--- src/design/gspd_pkg.sv ---
`timescale 1ns / 1ps
// ----------------------------------------------------------------------------
// gspd_pkg: shared types and constants of the gain-scheduled PID drive
// Sequencer states, divider control/status and fixed-point constants.
// ----------------------------------------------------------------------------
package gspd_pkg;

  // Widths of the shared multiplier and the back-calculation divider
  localparam int MUL_W  = 33;
  localparam int PROD_W = 64;
  localparam int DIV_W  = 64;
  localparam int DEN_W  = 32;
  localparam int DCNT_W = $clog2(DIV_W + 1);

  // Configuration register indexes
  typedef enum logic [2:0] {
    REG_KP            = 3'd0,
    REG_KI            = 3'd1,
    REG_KD            = 3'd2,
    REG_KP_MULT_HI    = 3'd3,
    REG_KP_MULT_LO    = 3'd4,
    REG_KI_MULT_HI    = 3'd5,
    REG_KI_MULT_LO    = 3'd6,
    REG_SAMPLE_PERIOD = 3'd7
  } cfg_reg_t;

  // Error sign memory codes
  localparam logic [1:0] SIGN_ZERO = 2'd0;
  localparam logic [1:0] SIGN_POS  = 2'd1;
  localparam logic [1:0] SIGN_NEG  = 2'd2;

  // Fixed-point constants (Q16.16 unless noted)
  localparam int INTEGRAL_LIMIT = 200;
  localparam logic signed [32:0] INT_LIM = 33'(INTEGRAL_LIMIT * 65536);
  localparam logic signed [31:0] VENT_THRESHOLD = -32'sd655;
  localparam logic [31:0] MAG_LOW  = 32'd131072;   // 2.0
  localparam logic [31:0] MAG_HIGH = 32'd3276800;  // 50.0
  // ceil(2^24 / 3): exact divide by three for values below 2^23
  localparam logic [MUL_W-1:0] RECIP3 = MUL_W'(5592406);
  // 8000.0 in Q.32
  localparam logic signed [63:0] DRIVE_TOP = 64'sd8000 <<< 32;

  typedef enum logic [4:0] {
    S_IDLE,
    S_SC_DIFF,
    S_SC_RECIP,
    S_SC_SEL,
    S_SC_GAIN,
    S_SC_STORE,
    S_MUL_D,
    S_MUL_INC,
    S_MUL_P,
    S_ADD_P,
    S_MUL_I,
    S_ADD_I,
    S_V_CHECK,
    S_V_ROLL,
    S_N_CLAMP,
    S_DIV_WAIT,
    S_N_ACC,
    S_DONE
  } state_t;

  typedef struct packed {
    logic start;
  } div_ctrl_t;

  typedef struct packed {
    logic busy;
    logic done;
  } div_stat_t;

endpackage

--- src/design/gspd_div.sv ---
`timescale 1ns / 1ps
// ----------------------------------------------------------------------------
// gspd_div: unsigned restoring divider
// One quotient bit per cycle; quotient valid with the done pulse.
// ----------------------------------------------------------------------------
module gspd_div (
  input  logic                        clk,
  input  logic                        rst,
  input  gspd_pkg::div_ctrl_t         ctrl,
  input  logic [gspd_pkg::DIV_W-1:0]  dividend,
  input  logic [gspd_pkg::DEN_W-1:0]  divisor,
  output gspd_pkg::div_stat_t         stat,
  output logic [gspd_pkg::DIV_W-1:0]  quotient
);
  import gspd_pkg::*;

  logic [DEN_W-1:0]  rem;
  logic [DEN_W-1:0]  den;
  logic [DCNT_W-1:0] count;
  logic              busy;
  logic              done;
  logic [DEN_W:0]    shifted;
  logic [DEN_W:0]    trial;
  logic              fits;

  // Trial subtract of one dividend bit
  always_comb begin
    shifted = {rem, quotient[DIV_W-1]};
    trial   = shifted - {1'b0, den};
    fits    = (shifted >= {1'b0, den});
  end

  // Control: count the bit steps
  always_ff @(posedge clk) begin
    if (rst) begin
      busy  <= 1'b0;
      done  <= 1'b0;
      count <= '0;
    end else begin
      done <= 1'b0;
      if (ctrl.start) begin
        busy  <= 1'b1;
        count <= DCNT_W'(DIV_W);
      end else if (busy) begin
        count <= count - 1'b1;
        if (count == DCNT_W'(1)) begin
          busy <= 1'b0;
          done <= 1'b1;
        end
      end
    end
  end

  // Datapath: shift quotient bits in behind the dividend
  always_ff @(posedge clk) begin
    if (ctrl.start) begin
      rem      <= '0;
      den      <= divisor;
      quotient <= dividend;
    end else if (busy) begin
      rem      <= fits ? trial[DEN_W-1:0] : shifted[DEN_W-1:0];
      quotient <= {quotient[DIV_W-2:0], fits};
    end
  end

  assign stat.busy = busy;
  assign stat.done = done;

endmodule

--- config.mk ---
export PLATFORM = sky130hd
export DESIGN_NAME = gspd_div
export DESIGN_NICKNAME = d
export VERILOG_FILES = /design/src/design/gspd_pkg.sv /design/src/design/gspd_div.sv
export SDC_FILE = /design/constraint.sdc
export NUM_CORES = 1
export LEC_CHECK = 0
export ABC_AREA = 1
export BUFFER_PORTS_ARGS = -buffer_cell sky130_fd_sc_hd__buf_2
export CAP_MARGIN = 15
export CORE_MARGIN = 4
export CORE_UTILIZATION = 35
export CTS_CLUSTER_DIAMETER = 60
export CTS_CLUSTER_SIZE = 28
export DETAILED_ROUTE_END_ITERATION = 8
export PLACE_DENSITY = 0.52
export SLEW_MARGIN = 10
export SYNTH_ARGS = -nofsm -noshare
export SYNTH_HDL_FRONTEND = slang
export SYNTH_SLANG_ARGS = --single-unit
--- constraint.sdc ---
create_clock -name clk -period 4.1 [get_ports clk]
set_clock_uncertainty 0.2 [all_clocks]
set_input_delay 0 -clock clk [delete_from_list [all_inputs] [get_ports clk]]
set_output_delay 0 -clock clk [all_outputs]
set_load 0.005 [all_outputs]
; After elaboration in Yosys (flattened, before gate mapping)
; Cells that the tools add are included.
[totals]
register_bits = 137
latchBits = 0
ram_bits = 0
mem_bits_ro = 0
input_bits = 99
output_inout_bits = 66
word_cells = 24
n_memories = 0
[classes]
add_sub_neg = 2
mul = 0
div_mod_pow = 0
n_lt_le_gt_ge = 1
eq_ne = 1
n_shift = 0
muxes = 9
bitwise_logic = 1
n_reduce_logical = 3
[op_table]
columns = operator, n
row1 = $mux 64, 2
row2 = $ge 33x32->1, 1
row3 = $mux 32, 1
row4 = $sub 32x32->32, 1
row5 = $mux 7, 2
row6 = $eq 7x1->1 const B, 1
row7 = $sub 7x1->7 const B, 1
row8 = $mux 1, 4
row9 = $reduce_or 3->1, 1
row10 = $reduce_bool 2->1, 1
row11 = $reduce_or 2->1, 1
row12 = $not 1->1, 1

; Logic depth before layout (Yosys ltp)
[depth]
word_depth = 4
mapped_depth = 17
depth_no_buf = 16

; Worst setup path after synthesis
; Ideal clock, no wire load.
[synth_timing]
path_type = register to register
start = reg busy
end = reg quotient[0] in the netlist's numbering (enable)
setup_time_ns = 0.454
arrival_ns = 2.541
t_required_ns = 3.446
slack_ns = 0.905
stages_incl_launch_ff = 4
n_path_buf = 1
synth_period_minus_slack_ns = 3.195
cell_sequence = dfxtp_1 nor2_1 inv_1 clkbuf_1
[synth_via]
elab_chain_len = 1
[synth_rtl]
columns = element, line
row1 = from (decl), gspd_div.sv:20  ; logic busy;
row2 = from (signal assigned), gspd_div.sv:36  ; busy <= 1'b0;
row3 = from (signal assigned), gspd_div.sv:42  ; busy <= 1'b1;
row4 = from (signal assigned), gspd_div.sv:47  ; busy <= 1'b0;
row5 = $reduce_bool 2->1 (no line), --
row6 = to (signal assigned), gspd_div.sv:59  ; quotient <= dividend;
row7 = to (signal assigned), gspd_div.sv:62  ; quotient <= {quotient[DIV_W-2:0], fits};
row8 = to (decl), gspd_div.sv:13  ; output logic [gspd_pkg::DIV_W-1:0] quotient
; Every way passes these cells.
; A chain may end at the register's enable or synchronous reset.

; Final worst setup path
[layout_timing]
start = reg den[17]
end = reg rem[1]
[layout_via]
elab_chain_len = 2
[layout_rtl]
columns = element, line
row1 = from (decl), gspd_div.sv:18  ; logic [DEN_W-1:0] den;
row2 = from (signal assigned), gspd_div.sv:58  ; den <= divisor;
row3 = $ge 33x32->1, gspd_div.sv:30  ; fits = (shifted >= {1'b0, den});
row4 = $mux 32, gspd_div.sv:61  ; rem <= fits ? trial[DEN_W-1:0] : shifted[DEN_W-1:0];
row5 = to (signal assigned), gspd_div.sv:61
row6 = to (decl), gspd_div.sv:17  ; logic [DEN_W-1:0] rem;
; Every way passes these cells.

==> impl_metrics.yaml <==
status:
  status: "finished clean"
timing:
  fin_crit_sh_pct: 70.0
  max_clock_freq_ghz: 0.349
  worst_pin_slew_ns: 0.649
  postLayoutSetupSlackWorst_ns: 1.23
  hold_viol: 0
  tns_ns: 0
  finalSetupViolCount: 0
  drv_slew: 0
  rsz0062_at_grt: "no"
  period_minus_slack_ns: 2.87
  relSlewSlack_pct: 56.7
global_routing:
  grt_max_degree: 53
  grt-ovfl-total: 0
  grt_pass1_wl_um: 38800
  grt_antenna_before_repair: 0
  grt_pass1_vias: 7713
  track_usage_pct: 18.2
synthesis:
  synth_nets: 1277
  syn_area_sq_um: 8330
  synth-seq-cells: 137
  syn_area_per_cell_sq_um: 7.29
  syn_inst: 1143
  synth_cell_types: 37
  yosys_warnings: 0
  synth_top_area_share_pct: 34.6
  synth_area_leaders: "edfxtp_1 (35%), nand2_1 (23%), dfxtp_1 (9.9%)"
  synthArstFlopShare_pct: 0
  synth_edf_count: 96
  ys_seq_area_share_pct: 44.5
  synth.most_common_cell: "nand2_1"
  synthTopCellsByCount: "nand2_1 (504), inv_1 (185), edfxtp_1 (96), nand3_1 (78), nor2_1 (47)"
  yosysTopAreaCell: "edfxtp_1"
  synth_ff_type: "edfxtp_1"
min_path:
  hp-class: "in -> reg"
power_and_ir_drop:
  power_per_cell_area_nw_per_um2: 337
  swShare_pct: 28.0
  comb_power_share_pct: 13.7
  switchingPower_uw: 1040
  p_seq_share_pct: 44.5
  p_clk_share_pct: 41.7
  p_int_uw: 2670
  p_leak_uw: 0.00576
  ir_drop_mv: 0.184
clock_tree:
  cts_tree: "yes"
  post_cts_resized: 0
  htree_levels: 4
  cts_buffer_depth: 2
  clock_sinks: 137
  cts_root_buffer: "clkbuf_16"
  clkTransAtPathRegs_ns: 0.08
  cts_buffers: 17
  clock_latency_ns: 0.44
worst_setup_path:
  path_cells: "inv_1 -> ha_1 -> nand2_1 -> nor2_2 -> nand2_1 -> nor3_2 -> nand2_4 -> nand2_4 -> nand2_1 -> nand3_1 -> o21ai_0"
  slowest_stage: "nand2_4"
  start_kind: "register"
  critPathMostFrequentCell: "nand2_1"
  cp-end-kind: "register"
  crit_required_ns: 4.18
  cpPeakStageDelay_ns: 0.46
  crit_type: "reg -> reg"
  crit_path_max_fanout: 34
  cp.buffers_inverters: 1
  cp_top_family: "simple AND/OR/NAND/NOR gates"
  arrival_ns: 2.95
placed_design:
  port_buffers: 164
  place.detailed.hpwl_um: 17200
  dp_slack_ns: 1.20
  gp_congestion: 0.924
run:
  cap_violations: 0
routing:
  dr.pass1.iters: 5
  drtIter0Drc: 424
  wire_per_inst_um: 13.7
  antenna_left: 0
  via_per_inst: 4.43
  wl_um: 23700
  dr_total_vias: 7677
  drc: 0
floorplan:
  rows: 56
  core_area_sq_um: 23500
  boundaryPins: 165
  die_area_sq_um: 26300
  die_h_um: 162
  die_x_um: 162
  start_util_pct: 35.5
cells_and_area:
  drive_above_1_share_pct: 16.8
  nets: 1534
  n_antenna_cell: 0
  syn_to_final_growth_pct: 32.1
==> through the flow <==
step	power, uW	hold WS [ns]	util, %	std cells	area, sq um
2_1_floorplan	1920	-0.131	-	1143	8330
3_3_place_gp	2120	-0.0232	40.2	1602	9440
3_5_place_dp	2120	-0.0215	40.2	1602	9440
4_1_cts	3750	0.0559	46.9	1732	11000
5_1_grt	3880	0.0692	46.9	1732	11000
6_report	3710	0.0722	46.9	1732	11000
==> cell usage in the layout (no fill, tap or decap), types with 5 or more instances in the layout <==
| cell type | count |
|---|---|
| nand2_1 | 504 |
| inv_1 | 183 |
| buf_2 | 163 |
| dlygate4sd3_1 | 98 |
| edfxtp_1 | 96 |
| nand3_1 | 78 |
| nor2_1 | 46 |
| dfxtp_1 | 41 |
| ha_1 | 34 |
| a21oi_1 | 22 |
| clkbuf_16 | 18 |
| nand3b_1 | 16 |
| xnor2_1 | 13 |
| nand2_2 | 10 |
| o21ai_1 | 8 |
| buf_4 | 8 |
| nand4_1 | 7 |
| nand3_2 | 6 |
| inv_6 | 6 |
| o21ai_0 | 5 |
| nor3_1 | 5 |
| inv_2 | 5 |
| nor2_2 | 5 |
==> metal layers <==
layer  vias up  track usage, %  wire (um)
met5         -               0          0
met4         0            4.88        372
met3        27            5.48       1400
met2       196            29.2      10700
met1      3399            24.1      11200
li1       4055               -          -
==> worst register-to-register path, cell delays in order (launching register included) <==
cell	delay, ns
edfxtp_1	0.32
inv_1	0.05
ha_1	0.38
nand2_1	0.15
nor2_2	0.22
nand2_1	0.12
nor3_2	0.23
nand2_4	0.32
nand2_4	0.46
nand2_1	0.11
nand3_1	0.08
o21ai_0	0.09
==> path summary, 6_finish.rpt <==
check	from	to	slack [ns]	cells past startpoint
worst max register to register	den[17]	rem[1]	1.23	11
worst min register to register	rem[14]	rem[14]	0.27	2
worst min-delay path	divisor[6]	den[6]	0.07	2
worst max-delay path	den[17]	rem[1]	1.23	11
==> registers in the layout (all words and copies together) (netlist names) <==
signal and cells:
den 32, busy 1, count 7, done 1, quotient 64, rem 32
==> logic make-up after synthesis <==
family	share of synthesized area, %
adders and majority gates	5.35
DFF	44.5
and+or+nand+nor	35.0
buffers and inverters	10.4
xor gates and xnor gates	1.79
AOI/OAI and AO/OA	2.93
==> cell type report <==
class | instances | area, sq um
fillers | 2366 | 12500
multi-input cells | 787 | 3760
flip-flops and latches | 137 | 3700
repair buffers | 269 | 1860
inverters | 188 | 706
clock buffers | 19 | 454
well taps | 319 | 399
clock inverters | 13 | 125
==> power groups by stage <==
stage / Sequential (uW) / Clock [uW] / Combinational (uW)
6_report: 1650 / 1550 / 510
5_1_grt: 1660 / 1640 / 574
4_1_cts: 1650 / 1580 / 515
3_5_place_dp: 1680 / 0 / 443
3_3_place_gp: 1680 / 0 / 441
2_1_floorplan: 1680 / 0 / 236
==> timing repair <==
| item | CTS | global route |
|---|---|---|
| hold buffers | 98 | 0 |
| hold endpoints to repair | 122 | 0 |
| setup buffers | 0 | 0 |
Power figures use the tool's default switching activity.
